===== src/rtl/core/humidity_sensor_frame_check_convert_core_assert.svh =====
// Assertion macros for the frame check / convert core.
// Both macros expect clk, and HSFC_ASSERT also rst_n, to be visible where used.
`ifndef HUMIDITY_SENSOR_FRAME_CHECK_CONVERT_CORE_ASSERT_SVH
`define HUMIDITY_SENSOR_FRAME_CHECK_CONVERT_CORE_ASSERT_SVH

`ifndef SYNTHESIS

// Clocked check, off while reset is held
`define HSFC_ASSERT(lbl, prop, msg) \
  lbl: assert property (@(posedge clk) disable iff (!rst_n) (prop)) else $error(msg);

// Clocked check, also active during reset
`define HSFC_ASSERT_ALWAYS(lbl, prop, msg) \
  lbl: assert property (@(posedge clk) (prop)) else $error(msg);

`else

`define HSFC_ASSERT(lbl, prop, msg)
`define HSFC_ASSERT_ALWAYS(lbl, prop, msg)

`endif

`endif


===== src/rtl/core/hsfc_pkg.sv =====
`timescale 1ns / 1ps

package hsfc_pkg;

  // CRC-8 settings of the sensor
  localparam logic [7:0] CRC_INIT = 8'hFF;
  localparam logic [7:0] CRC_POLY = 8'h31;

  // Byte positions inside the six-byte frame
  localparam logic [2:0] POS_TEMP_HI  = 3'd0;
  localparam logic [2:0] POS_TEMP_LO  = 3'd1;
  localparam logic [2:0] POS_TEMP_CRC = 3'd2;
  localparam logic [2:0] POS_HUM_HI   = 3'd3;
  localparam logic [2:0] POS_HUM_LO   = 3'd4;
  localparam logic [2:0] POS_HUM_CRC  = 3'd5;

  // Status codes
  localparam logic [1:0] STAT_OK       = 2'd0;
  localparam logic [1:0] STAT_TEMP_BAD = 2'd1;
  localparam logic [1:0] STAT_HUM_BAD  = 2'd2;

  // Conversion constants, in hundredths
  localparam logic [14:0] TEMP_SPAN   = 15'd17500;
  localparam logic [14:0] TEMP_OFFSET = 15'd4500;
  localparam logic [13:0] HUM_SPAN    = 14'd10000;
  localparam logic [15:0] FULL_SCALE  = 16'hFFFF;

  // Checked frame handed from the assembler to the converter
  typedef struct packed {
    logic [1:0]  status;
    logic [15:0] temp_raw;
    logic [15:0] hum_raw;
  } frame_t;

  // One byte of CRC-8, MSB first
  function automatic logic [7:0] crc8_update(input logic [7:0] crc, input logic [7:0] data);
    logic [7:0] c;
    c = crc ^ data;
    for (int k = 0; k < 8; k++) begin
      c = c[7] ? ({c[6:0], 1'b0} ^ CRC_POLY) : {c[6:0], 1'b0};
    end
    return c;
  endfunction

endpackage


===== src/rtl/core/hsfc_if.sv =====
`timescale 1ns / 1ps

// Byte word channel
interface hsfc_byte_if;
  logic       valid;
  logic       ready;
  logic [7:0] rx_byte;
  logic       frame_start;

  modport source (output valid, output rx_byte, output frame_start, input ready);
  modport sink   (input valid, input rx_byte, input frame_start, output ready);
endinterface

// Result word channel
interface hsfc_result_if;
  logic               valid;
  logic               ready;
  logic [1:0]         status;
  logic [15:0]        temp_raw;
  logic [15:0]        hum_raw;
  logic signed [14:0] temp_centi;
  logic [13:0]        hum_centi;

  modport source (output valid, output status, output temp_raw, output hum_raw,
                  output temp_centi, output hum_centi, input ready);
  modport sink   (input valid, input status, input temp_raw, input hum_raw,
                  input temp_centi, input hum_centi, output ready);
endinterface


===== src/rtl/core/hsfc_frame.sv =====
`timescale 1ns / 1ps
`include "humidity_sensor_frame_check_convert_core_assert.svh"

module hsfc_frame (
  input  logic              clk,
  input  logic              rst_n,
  hsfc_byte_if.sink         in_ch,
  output hsfc_pkg::frame_t  frm_o,
  output logic              frm_valid_o,
  input  logic              frm_ready_i
);
  import hsfc_pkg::*;

  logic [2:0]  pos_r, pos_nxt;
  logic [7:0]  crc_r, crc_nxt;
  logic [15:0] temp_word_r, temp_word_nxt;
  logic        temp_bad_r, temp_bad_nxt;
  logic [7:0]  hum_hi_r, hum_hi_nxt;
  logic [7:0]  hum_lo_r, hum_lo_nxt;
  frame_t      frm_r, frm_nxt;
  logic        frm_valid_r, frm_valid_nxt;

  logic       acc;
  logic [2:0] pos_eff;
  logic       last_byte;
  logic       hum_bad;

  // Frame register is free or drains this cycle
  assign in_ch.ready = !frm_valid_r || frm_ready_i;
  assign acc         = in_ch.valid && in_ch.ready;

  // Start flag or a stray code restarts at the temperature high byte
  assign pos_eff   = (in_ch.frame_start || pos_r > POS_HUM_CRC) ? POS_TEMP_HI : pos_r;
  assign last_byte = (pos_eff == POS_HUM_CRC);
  assign hum_bad   = (crc_r != in_ch.rx_byte);

  // Byte sequencing and CRC
  always_comb begin
    pos_nxt       = pos_r;
    crc_nxt       = crc_r;
    temp_word_nxt = temp_word_r;
    temp_bad_nxt  = temp_bad_r;
    hum_hi_nxt    = hum_hi_r;
    hum_lo_nxt    = hum_lo_r;
    if (acc) begin
      case (pos_eff)
        POS_TEMP_HI: begin
          temp_word_nxt = {in_ch.rx_byte, 8'h00};
          crc_nxt       = crc8_update(CRC_INIT, in_ch.rx_byte);
          pos_nxt       = POS_TEMP_LO;
        end
        POS_TEMP_LO: begin
          temp_word_nxt = {temp_word_r[15:8], in_ch.rx_byte};
          crc_nxt       = crc8_update(crc_r, in_ch.rx_byte);
          pos_nxt       = POS_TEMP_CRC;
        end
        POS_TEMP_CRC: begin
          temp_bad_nxt = (crc_r != in_ch.rx_byte);
          crc_nxt      = CRC_INIT;
          pos_nxt      = POS_HUM_HI;
        end
        POS_HUM_HI: begin
          hum_hi_nxt = in_ch.rx_byte;
          crc_nxt    = crc8_update(crc_r, in_ch.rx_byte);
          pos_nxt    = POS_HUM_LO;
        end
        POS_HUM_LO: begin
          hum_lo_nxt = in_ch.rx_byte;
          crc_nxt    = crc8_update(crc_r, in_ch.rx_byte);
          pos_nxt    = POS_HUM_CRC;
        end
        default: begin
          crc_nxt = CRC_INIT;
          pos_nxt = POS_TEMP_HI;
        end
      endcase
    end
  end

  // Completed frame into the output register
  always_comb begin
    frm_nxt          = frm_r;
    frm_valid_nxt    = frm_valid_r && !frm_ready_i;
    if (acc && last_byte) begin
      frm_valid_nxt    = 1'b1;
      frm_nxt.temp_raw = temp_word_r;
      frm_nxt.hum_raw  = {hum_hi_r, hum_lo_r};
      frm_nxt.status   = temp_bad_r ? STAT_TEMP_BAD : (hum_bad ? STAT_HUM_BAD : STAT_OK);
    end
  end

  always_ff @(posedge clk) begin
    if (!rst_n) begin
      pos_r       <= POS_TEMP_HI;
      crc_r       <= CRC_INIT;
      frm_valid_r <= 1'b0;
    end else begin
      pos_r       <= pos_nxt;
      crc_r       <= crc_nxt;
      frm_valid_r <= frm_valid_nxt;
    end
  end

  always_ff @(posedge clk) begin
    temp_word_r <= temp_word_nxt;
    temp_bad_r  <= temp_bad_nxt;
    hum_hi_r    <= hum_hi_nxt;
    hum_lo_r    <= hum_lo_nxt;
    frm_r       <= frm_nxt;
  end

  assign frm_o       = frm_r;
  assign frm_valid_o = frm_valid_r;

  // Checks
  `HSFC_ASSERT(a_start_restarts, acc && in_ch.frame_start |=> pos_r == POS_TEMP_LO,
    "start byte did not restart the frame")
  `HSFC_ASSERT(a_pos_range, pos_r <= POS_HUM_CRC, "byte position out of range")
  `HSFC_ASSERT(a_frame_from_last,
    $rose(frm_valid_r) |-> $past(acc && !in_ch.frame_start && pos_r == POS_HUM_CRC),
    "frame emitted without a sixth byte")
  `HSFC_ASSERT(a_crc_reseed, acc && pos_eff == POS_TEMP_CRC |=> crc_r == CRC_INIT,
    "CRC not reseeded after temperature check byte")
  `HSFC_ASSERT_ALWAYS(a_reset_idle, !rst_n |=> !frm_valid_r && pos_r == POS_TEMP_HI,
    "reset did not clear frame state")

endmodule


===== src/rtl/core/hsfc_conv.sv =====
`timescale 1ns / 1ps

module hsfc_conv (
  input  logic              clk,
  input  logic              rst_n,
  input  hsfc_pkg::frame_t  frm_i,
  input  logic              frm_valid_i,
  output logic              frm_ready_o,
  hsfc_result_if.source     out_ch
);
  import hsfc_pkg::*;

  // Product stage
  logic        m_valid_r, m_valid_nxt;
  frame_t      m_frm_r;
  logic [30:0] m_tprod_r;
  logic [29:0] m_hprod_r;

  // Output stage
  logic               o_valid_r, o_valid_nxt;
  frame_t             o_frm_r;
  logic signed [14:0] o_tc_r, o_tc_nxt;
  logic [13:0]        o_hc_r, o_hc_nxt;

  logic o_adv, m_load;

  // x / 65535: q0 = x >> 16, remainder q0 + x[15:0] stays below 2*65535
  logic [14:0] t_q0, t_q, t_diff;
  logic [16:0] t_r0;
  logic [13:0] h_q0, h_q;
  logic [16:0] h_r0;

  assign o_adv       = !o_valid_r || out_ch.ready;
  assign frm_ready_o = !m_valid_r || o_adv;
  assign m_load      = frm_valid_i && frm_ready_o;

  assign m_valid_nxt = m_load || (m_valid_r && !o_adv);
  assign o_valid_nxt = (m_valid_r && o_adv) || (o_valid_r && !out_ch.ready);

  // Reciprocal correction and offset; zero readings unless status is OK
  always_comb begin
    t_q0   = m_tprod_r[30:16];
    t_r0   = {1'b0, m_tprod_r[15:0]} + {2'b00, t_q0};
    t_q    = t_q0 + {14'd0, (t_r0 >= {1'b0, FULL_SCALE})};
    t_diff = t_q - TEMP_OFFSET;
    h_q0   = m_hprod_r[29:16];
    h_r0   = {1'b0, m_hprod_r[15:0]} + {3'b000, h_q0};
    h_q    = h_q0 + {13'd0, (h_r0 >= {1'b0, FULL_SCALE})};
    if (m_frm_r.status == STAT_OK) begin
      o_tc_nxt = $signed(t_diff);
      o_hc_nxt = h_q;
    end else begin
      o_tc_nxt = '0;
      o_hc_nxt = '0;
    end
  end

  always_ff @(posedge clk) begin
    if (!rst_n) begin
      m_valid_r <= 1'b0;
      o_valid_r <= 1'b0;
    end else begin
      m_valid_r <= m_valid_nxt;
      o_valid_r <= o_valid_nxt;
    end
  end

  always_ff @(posedge clk) begin
    if (m_load) begin
      m_frm_r   <= frm_i;
      m_tprod_r <= 31'(TEMP_SPAN) * 31'(frm_i.temp_raw);
      m_hprod_r <= 30'(HUM_SPAN) * 30'(frm_i.hum_raw);
    end
    if (m_valid_r && o_adv) begin
      o_frm_r <= m_frm_r;
      o_tc_r  <= o_tc_nxt;
      o_hc_r  <= o_hc_nxt;
    end
  end

  assign out_ch.valid      = o_valid_r;
  assign out_ch.status     = o_frm_r.status;
  assign out_ch.temp_raw   = o_frm_r.temp_raw;
  assign out_ch.hum_raw    = o_frm_r.hum_raw;
  assign out_ch.temp_centi = o_tc_r;
  assign out_ch.hum_centi  = o_hc_r;

endmodule


===== src/rtl/core/humidity_sensor_frame_check_convert_core.sv =====
`timescale 1ns / 1ps
// Frame check and convert core for a six-byte temperature / humidity reply.
// in_ch takes one byte word per cycle while ready is high: temperature
// high, low, CRC, then humidity high, low, CRC. frame_start on a byte drops
// any partial frame and takes that byte as the temperature high byte. Each
// word is checked with CRC-8 (poly 0x31, seed 0xFF). out_ch gives one word
// per frame: status, both raw words and both readings in hundredths (zero on
// a CRC failure). Throughput: one byte per cycle, sustained while out_ch is
// not stalled; the CRC update is one byte per cycle of combinational logic in
// the assembler. The sixth byte loads the frame register; the frame then
// passes the product and output registers, where the result becomes valid.
// Reset clears the byte position, reseeds the CRC and empties all stages.
// When the receiver stalls, the three stages fill and hold; in_ch.ready stays
// high while any stage is free, then drops until out_ch drains.
module humidity_sensor_frame_check_convert_core (
  input  logic          clk,
  input  logic          rst_n,
  hsfc_byte_if.sink     in_ch,
  hsfc_result_if.source out_ch
);
  import hsfc_pkg::*;

  frame_t frm;
  logic   frm_valid;
  logic   frm_ready;

  // Byte assembly and CRC check
  hsfc_frame u_frame (
    .clk         (clk),
    .rst_n       (rst_n),
    .in_ch       (in_ch),
    .frm_o       (frm),
    .frm_valid_o (frm_valid),
    .frm_ready_i (frm_ready)
  );

  // Fixed-point conversion
  hsfc_conv u_conv (
    .clk         (clk),
    .rst_n       (rst_n),
    .frm_i       (frm),
    .frm_valid_i (frm_valid),
    .frm_ready_o (frm_ready),
    .out_ch      (out_ch)
  );

endmodule


===== src/flat_wrapper.sv =====
// flat-port wrapper written by rule: the top's interface ports become plain ports
module humidity_sensor_frame_check_convert_core_flat import hsfc_pkg::*;
  (clk, rst_n, in_ch_valid, in_ch_rx_byte, in_ch_frame_start, in_ch_ready, out_ch_valid, out_ch_status, out_ch_temp_raw, out_ch_hum_raw, out_ch_temp_centi, out_ch_hum_centi, out_ch_ready);
  hsfc_byte_if in_ch_i ();
  hsfc_result_if out_ch_i ();
  input  logic clk;
  input  logic rst_n;
  input wire logic [$bits(in_ch_i.valid)-1:0] in_ch_valid;
  input wire logic [$bits(in_ch_i.rx_byte)-1:0] in_ch_rx_byte;
  input wire logic [$bits(in_ch_i.frame_start)-1:0] in_ch_frame_start;
  output wire logic [$bits(in_ch_i.ready)-1:0] in_ch_ready;
  output wire logic [$bits(out_ch_i.valid)-1:0] out_ch_valid;
  output wire logic [$bits(out_ch_i.status)-1:0] out_ch_status;
  output wire logic [$bits(out_ch_i.temp_raw)-1:0] out_ch_temp_raw;
  output wire logic [$bits(out_ch_i.hum_raw)-1:0] out_ch_hum_raw;
  output wire logic [$bits(out_ch_i.temp_centi)-1:0] out_ch_temp_centi;
  output wire logic [$bits(out_ch_i.hum_centi)-1:0] out_ch_hum_centi;
  input wire logic [$bits(out_ch_i.ready)-1:0] out_ch_ready;
  assign in_ch_i.valid = in_ch_valid;
  assign in_ch_i.rx_byte = in_ch_rx_byte;
  assign in_ch_i.frame_start = in_ch_frame_start;
  assign in_ch_ready = in_ch_i.ready;
  assign out_ch_valid = out_ch_i.valid;
  assign out_ch_status = out_ch_i.status;
  assign out_ch_temp_raw = out_ch_i.temp_raw;
  assign out_ch_hum_raw = out_ch_i.hum_raw;
  assign out_ch_temp_centi = out_ch_i.temp_centi;
  assign out_ch_hum_centi = out_ch_i.hum_centi;
  assign out_ch_i.ready = out_ch_ready;
  humidity_sensor_frame_check_convert_core u_core (.clk(clk), .rst_n(rst_n), .in_ch(in_ch_i), .out_ch(out_ch_i));
endmodule

===== config.mk =====
export PLATFORM = sky130hd
export DESIGN_NAME = humidity_sensor_frame_check_convert_core_flat
export DESIGN_NICKNAME = d
export VERILOG_FILES = /design/src/rtl/core/hsfc_pkg.sv /design/src/rtl/core/hsfc_if.sv /design/src/rtl/core/hsfc_frame.sv /design/src/rtl/core/hsfc_conv.sv /design/src/rtl/core/humidity_sensor_frame_check_convert_core.sv /design/src/flat_wrapper.sv
export VERILOG_INCLUDE_DIRS = /design/src /design/src/rtl/core
export SDC_FILE = /design/constraint.sdc
export NUM_CORES = 1
export LEC_CHECK = 0
export ABC_AREA = 0
export ABC_CLOCK_PERIOD_IN_PS = 16000
export BUFFER_PORTS_ARGS = -buffer_cell sky130_fd_sc_hd__buf_2
export CAP_MARGIN = 20
export CORE_MARGIN = 2
export CORE_UTILIZATION = 60
export DETAILED_ROUTE_END_ITERATION = 8
export GPL_ROUTABILITY_DRIVEN = 0
export HOLD_SLACK_MARGIN = 0.15
export MAX_ROUTING_LAYER = met4
export PLACE_DENSITY = 0.89
export SKIP_LAST_GASP = 1
export SLEW_MARGIN = 20
export SYNTH_ARGS = -nofsm -noshare
export SYNTH_HDL_FRONTEND = slang
export SYNTH_SLANG_ARGS = --single-unit

===== constraint.sdc =====
create_clock -name clk -period 16 [get_ports clk]
set_clock_uncertainty 0.2 [all_clocks]
set_input_delay 3.2 -clock clk [delete_from_list [all_inputs] [get_ports clk]]
set_output_delay 3.2 -clock clk [all_outputs]
set_load 0.01 [all_outputs]

==> impl_metrics.toml, run 1 <==
[status]
status = "finished, final reports clean"

[yosys]
synth_common_cells = "inv_1, edfxtp_1, ha_1"
ys_seq_area_frac = 0.445
syn_area_per_cell_sq_um = 11.7
synth_area_sq_um = 15100
synth_top_area_frac = 0.427
ys_types = 56
synth_ff_type = "edfxtp_1"
synth.most_common_cell = "inv_1"
yosysTopAreaCell = "edfxtp_1"
yosysWarnings = 0
yosys-top-cells-area = "edfxtp_1, ha_1, fa_1, inv_1, xnor2_1"
synth_seq_cells = 228
synth_edf_count = 214
synthArstFlopShare = 0
postSynthNetCount = 1572
netlist_instances = 1282

[worst_setup_path]
path_cells = "buf_2 > nor2b_1 > nand3_1 > buf_2"
critPathRequiredTime_ns = 12.60
crit_family = "simple AND/OR/NAND/NOR gates"
max_stage_delay_ns = 0.44
crit_cells = 4
ff2ff_setup_slack_ns = 10.47
critical_path.max_fanout = 5
critPathArrivalTime_ns = 4.13
crit_top_cell = "buf_2"
crit_type = "in2out"
rr_startpoint = "u_core.u_frame.frm_o[27]$_DFFE_PP_"
r2r_cells = 18
end_kind = "output port"
worst-path-buf-inv = 2
timing.rr.end = "u_core.u_conv.m_tprod_r[30]$_DFFE_PP_"
critPathLaunchType = "input pin"
cpMaxStageDelayCell = "nor2b_1"

[clock_tree]
cts.sinks = 228
clk_pin_slew_worst_paths_ns = 0.07
hold_buffers = 0
cts_resized = 0
h-tree-depth = 1
cts_tree = "done"
cts_buffers = 24
clockBufferDepth = 3
cts_setup_buffers = 0
cts-root-buf = "clkbuf_16"
clk_latency_ns = 0.53

[die]
ios = 78
core_sq_um = 24500
dieArea_sq_um = 26400
die-width_um = 162
initial_core_util = 0.616
die-height_um = 162
rows = 57

[final_layout]
area_growth_pct = 10.4
fin_util = 0.680
nets = 1666
n_fill_cell = 1672
multi_input_area_sq_um = 7470
stdcell_area_sq_um = 16600
drive_above_1_share = 0.0954
ff_latch_area_sq_um = 6710
final_cells = 1718
diodes = 0

[power_and_ir_drop]
p_total_mw = 1.23
combPwrFrac = 0.042
power_density_nw_per_um2 = 74.2
power_leakage_nw = 7.30
ir_drop_v = 0.0000754
p_int_uw = 968
clkPwrFrac = 0.427
switching_share = 0.214
p_switching_uw = 264
pwr-share-seq = 0.531

[sta]
slew_headroom = 0.409
fin_crit_ns = 7.53
tightest_slew_ns = 0.879
fmax_ghz = 0.133
setup_tns_ns = 0
fin_crit_sh = 0.471
worst_slack_ns = 8.47
rsz0062_at_grt = "false"
hold_violations = 0
fin_hold_ws_ns = 0.205
drv_slew = 0
finalSetupViolations = 0

[detailed_routing]
wirelength_um = 28200
drc = 0
ant_nets = 0
wl_per_cell_um = 16.4
dr.pass1.iters = 5
post_drt_via_cell_ratio = 5.57
first_iter_violations = 544
vias = 9572

[global_routing]
grt_first_pass_wirelength_um = 47400
grt_overflow = 0
grt_pass1_vias = 9908
grt_usage = 0.231
grt_antenna_before_repair = 0
grt_start_max_net_pins = 85

[worst_hold_path]
min_from = "u_core.u_conv.m_frm_r[26]$_DFFE_PP_"
hold-path-cell-count = 0
hold_path_end = "u_core.u_conv.out_ch.temp_raw[10]$_DFFE_PP_"
min_path_type = "reg2reg"

[placed_design]
placed_cells = 1673
post_dp_cell_area_sq_um = 15800
io_buffer_count = 77
dp_slack_ns = 8.45
dp_hpwl_um = 21100

[job]
maxCapViolCount = 0
-- worst max-delay path by stage --
stage | start | end
2_1_floorplan | out_ch_ready | u_core.u_conv.m_frm_r[0]$_DFFE_PP_
3_5_place_dp | out_ch_ready | in_ch_ready
4_1_cts | out_ch_ready | in_ch_ready
6_report | out_ch_ready | in_ch_ready
5_1_grt | out_ch_ready | in_ch_ready
3_3_place_gp | out_ch_ready | in_ch_ready
-- layout make-up --
cell class                 count  share of cell area
multi-input combinational    812               0.449
sequential                   228               0.403
inverter                     229              0.0517
clock buffer                  27              0.0368
timing repair buffer          81              0.0262
tap                          324              0.0244
clock inverter                17             0.00835
-- sequential cells by signal, summed over array words and instances, names as in the netlist --
signal	cells
u_core.u_conv.m_frm_r	34
u_core.u_conv.m_hprod_r	22
u_core.u_conv.m_tprod_r	28
u_core.u_conv.m_valid_r	1
u_core.u_conv.out_ch.hum_centi	14
u_core.u_conv.out_ch.hum_raw	16
u_core.u_conv.out_ch.status	2
u_core.u_conv.out_ch.temp_centi	15
u_core.u_conv.out_ch.temp_raw	16
u_core.u_conv.out_ch.valid	1
u_core.u_frame.crc_r	8
u_core.u_frame.frm_o	34
u_core.u_frame.frm_valid_o	1
u_core.u_frame.hum_hi_r	8
u_core.u_frame.hum_lo_r	8
u_core.u_frame.pos_r	3
u_core.u_frame.temp_bad_r	1
u_core.u_frame.temp_word_r	16
-- worst reg2reg max path, cell delays in order, from the launching register on --
cell      delay [ns]
edfxtp_1        0.57
ha_1            0.37
inv_1           0.06
fa_1            0.52
inv_1           0.05
ha_1            0.32
fa_1            0.50
inv_1           0.06
fa_1            0.54
inv_1           0.06
ha_1            0.36
a21oi_1         0.25
o21ai_0         0.19
a21oi_2         0.19
o211ai_1        0.12
a211oi_2        0.30
o31ai_2         0.17
a211o_1         0.27
a21o_1          0.18
-- layout by cell type (no fill, tap or decap), drive strengths merged, types with 2 or more instances in the layout --
master	n
a2111oi	2
nor2	74
ha	195
a221oi	6
nand4b	2
a31oi	3
edfxtp	214
o21ai	36
or3	8
o31ai	4
xnor2	63
clkinv	9
mux2i	3
o22ai	2
dfxtp	14
o2111ai	2
nor2b	19
o211ai	12
clkinvlp	4
a21oi	59
or2	3
nand2b	9
a21boi	3
xor2	38
buf	81
nand2	46
and2	10
clkbuf	27
o21bai	8
a21o	12
a211oi	13
o21a	17
and3	16
nand4	7
inv	232
nor3	13
a211o	7
nand3	22
fa	82
nor4	4
-- power groups by stage --
stage	clock, mW	sequential (mW)	combinational, mW
2_1_floorplan	0	0.666	0.0404
3_3_place_gp	0	0.667	0.0490
3_5_place_dp	0	0.668	0.0510
4_1_cts	0.535	0.655	0.0516
5_1_grt	0.562	0.655	0.0567
6_report	0.526	0.655	0.0519
-- routing by layer --
metal / part of all wire / up-vias / routed length (um) / global-route usage
li1: - / 4611 / - / -
met1: 0.43 / 4609 / 12100 / 0.292
met2: 0.49 / 271 / 13700 / 0.384
met3: 0.058 / 81 / 1630 / 0.0354
met4: 0.028 / 0 / 791 / 0.0776
met5: 0 / - / 0 / -
-- kinds of logic after synthesis --
logic type               Yosys count  share of synthesized area
XOR/XNOR                         101                     0.0588
multiplexers                       3                    0.00199
flip-flops                       228                      0.445
buffers and inverters            242                     0.0603
AND/OR/NAND/NOR                  237                     0.0765
adder cells (fa/ha/maj)          278                      0.272
AO/OA/AOI/OAI                    193                     0.0853
Power figures use the tool's default switching activity.
==> run 2: changes to the inputs <==
ABC_CLOCK_PERIOD_IN_PS = 6100   (was 16000)
CORE_UTILIZATION = 57   (was 60)
clock period = 6.1 ns   (was 16 ns; I/O delays follow)
==> impl_metrics.toml, run 2 (same netlist as run 1, synthesis figures left out) <==
[clock_tree]
cts.sinks = 228
clk_latency_ns = 0.53
clockBufferDepth = 3
cts-root-buf = "clkbuf_16"
clk_pin_slew_worst_paths_ns = 0.06
hold_buffers = 0
cts_setup_buffers = 0
cts_resized = 0
cts_tree = "done"
h-tree-depth = 1
cts_buffers = 24

[worst_setup_path]
critPathRequiredTime_ns = 6.17
end_kind = "flop"
crit_type = "reg2reg"
cp-startpoint = "u_core.u_frame.frm_o[29]$_DFFE_PP_"
max_stage_delay_ns = 0.54
worst-path-buf-inv = 4
crit_cells = 18
rr_startpoint = "u_core.u_frame.frm_o[29]$_DFFE_PP_"
critPathLaunchType = "flop"
critical_path.max_fanout = 7
crit_family = "adder cells"
critPathArrivalTime_ns = 5.43
ff2ff_setup_slack_ns = 0.74
critPathCapture = "u_core.u_conv.m_tprod_r[30]$_DFFE_PP_"
timing.rr.end = "u_core.u_conv.m_tprod_r[30]$_DFFE_PP_"
r2r_cells = 18
cpMaxStageDelayCell = "fa_1"
path_cells = "ha_1 > inv_1 > fa_1 > inv_1 > ha_1 > fa_1 > inv_1 > fa_1 > inv_1 > ha_1 > and3_1 > and4_1 > a21oi_2 > o211ai_1 > a211oi_2 > o31ai_2 > a211o_1 > a21o_1"
crit_top_cell = "inv_1"

[detailed_routing]
wl_per_cell_um = 16.7
drc = 0
vias = 9596
dr.pass1.iters = 5
ant_nets = 0
wirelength_um = 28900
post_drt_via_cell_ratio = 5.55
first_iter_violations = 723

[final_layout]
final_common_cell = "inv_1"
final_cell_mix = "inv_1, edfxtp_1, ha_1"
diodes = 0
final_cells = 1729
nets = 1666
area_growth_pct = 11.0
drive_above_1_share = 0.0997

[die]
ios = 78
die-width_um = 167
initial_core_util = 0.579
core_sq_um = 26000
dieArea_sq_um = 27700
die-height_um = 167
rows = 59

[global_routing]
grt_start_max_net_pins = 85
grt_usage = 0.219
grt_pass1_vias = 9988
grt_overflow = 0
grt_first_pass_wirelength_um = 48200
grt_antenna_before_repair = 0

[sta]
slew_headroom = 0.371
rsz0062_at_grt = "false"
tightest_slew_ns = 0.936
fmax_ghz = 0.187
fin_hold_ws_ns = 0.198
fin_crit_sh = 0.879
drv_slew = 0
finalSetupViolations = 0
fin_crit_ns = 5.36
worst_slack_ns = 0.739
setup_tns_ns = 0
hold_violations = 0

[placed_design]
dp_hpwl_um = 21800
placed_cells = 1684
dp_slack_ns = 0.793
io_buffer_count = 77

[power_and_ir_drop]
power_leakage_nw = 7.35
power_density_nw_per_um2 = 200
ir_drop_v = 0.000224

[worst_hold_path]
min_path_type = "reg2reg"

[job]
maxCapViolCount = 0

[status]
status = "finished, final reports clean"
[run 2: metal layers]
metal	track usage	routed length, um
met1	0.280	12300
met2	0.367	14400
met3	0.0276	1300
met4	0.0701	830
met5	-	0
[run 2: stage by stage]
step / area, sq um / util / total power, mW
after floorplan: 15100 / - / 1.85
after global placement: 15900 / 0.610 / 1.88
after detailed placement: 15900 / 0.610 / 1.88
after CTS: 16700 / 0.642 / 3.37
after global routing: 16700 / 0.643 / 3.45
final: 16700 / 0.643 / 3.34
[run 2: area by class of cell]
type	instances	area [sq um]
repair buffers	81	435
fillers	1870	9280
multi-input cells	812	7470
inverters	229	860
clock buffers	24	601
clock inverters	20	218
flip-flops and latches	228	6710
well taps	335	419
[run 2: how the worst min path moves through the flow]
stage / start / to / slack (ns) / cells after the start
after floorplan: u_core.u_frame.frm_o[32]$_SDFFCE_PP1P_ / u_core.u_conv.m_frm_r[32]$_DFFE_PP_ / 0.20 / 0
after global placement: u_core.u_frame.hum_hi_r[5]$_DFFE_PP_ / u_core.u_frame.frm_o[13]$_DFFE_PP_ / 0.20 / 0
after detailed placement: u_core.u_frame.hum_hi_r[2]$_DFFE_PP_ / u_core.u_frame.frm_o[10]$_DFFE_PP_ / 0.20 / 0
after CTS: u_core.u_frame.temp_word_r[2]$_SDFFCE_PN0P_ / u_core.u_frame.frm_o[18]$_DFFE_PP_ / 0.20 / 0
after global routing: u_core.u_frame.temp_word_r[2]$_SDFFCE_PN0P_ / u_core.u_frame.frm_o[18]$_DFFE_PP_ / 0.20 / 0
final: u_core.u_frame.temp_word_r[2]$_SDFFCE_PN0P_ / u_core.u_frame.frm_o[18]$_DFFE_PP_ / 0.20 / 0
[run 2: power breakdown]
part | internal (mW) | switching, mW
Sequential | 1.71 | 0.0101
Combinational | 0.0587 | 0.0768
Clock | 0.863 | 0.628
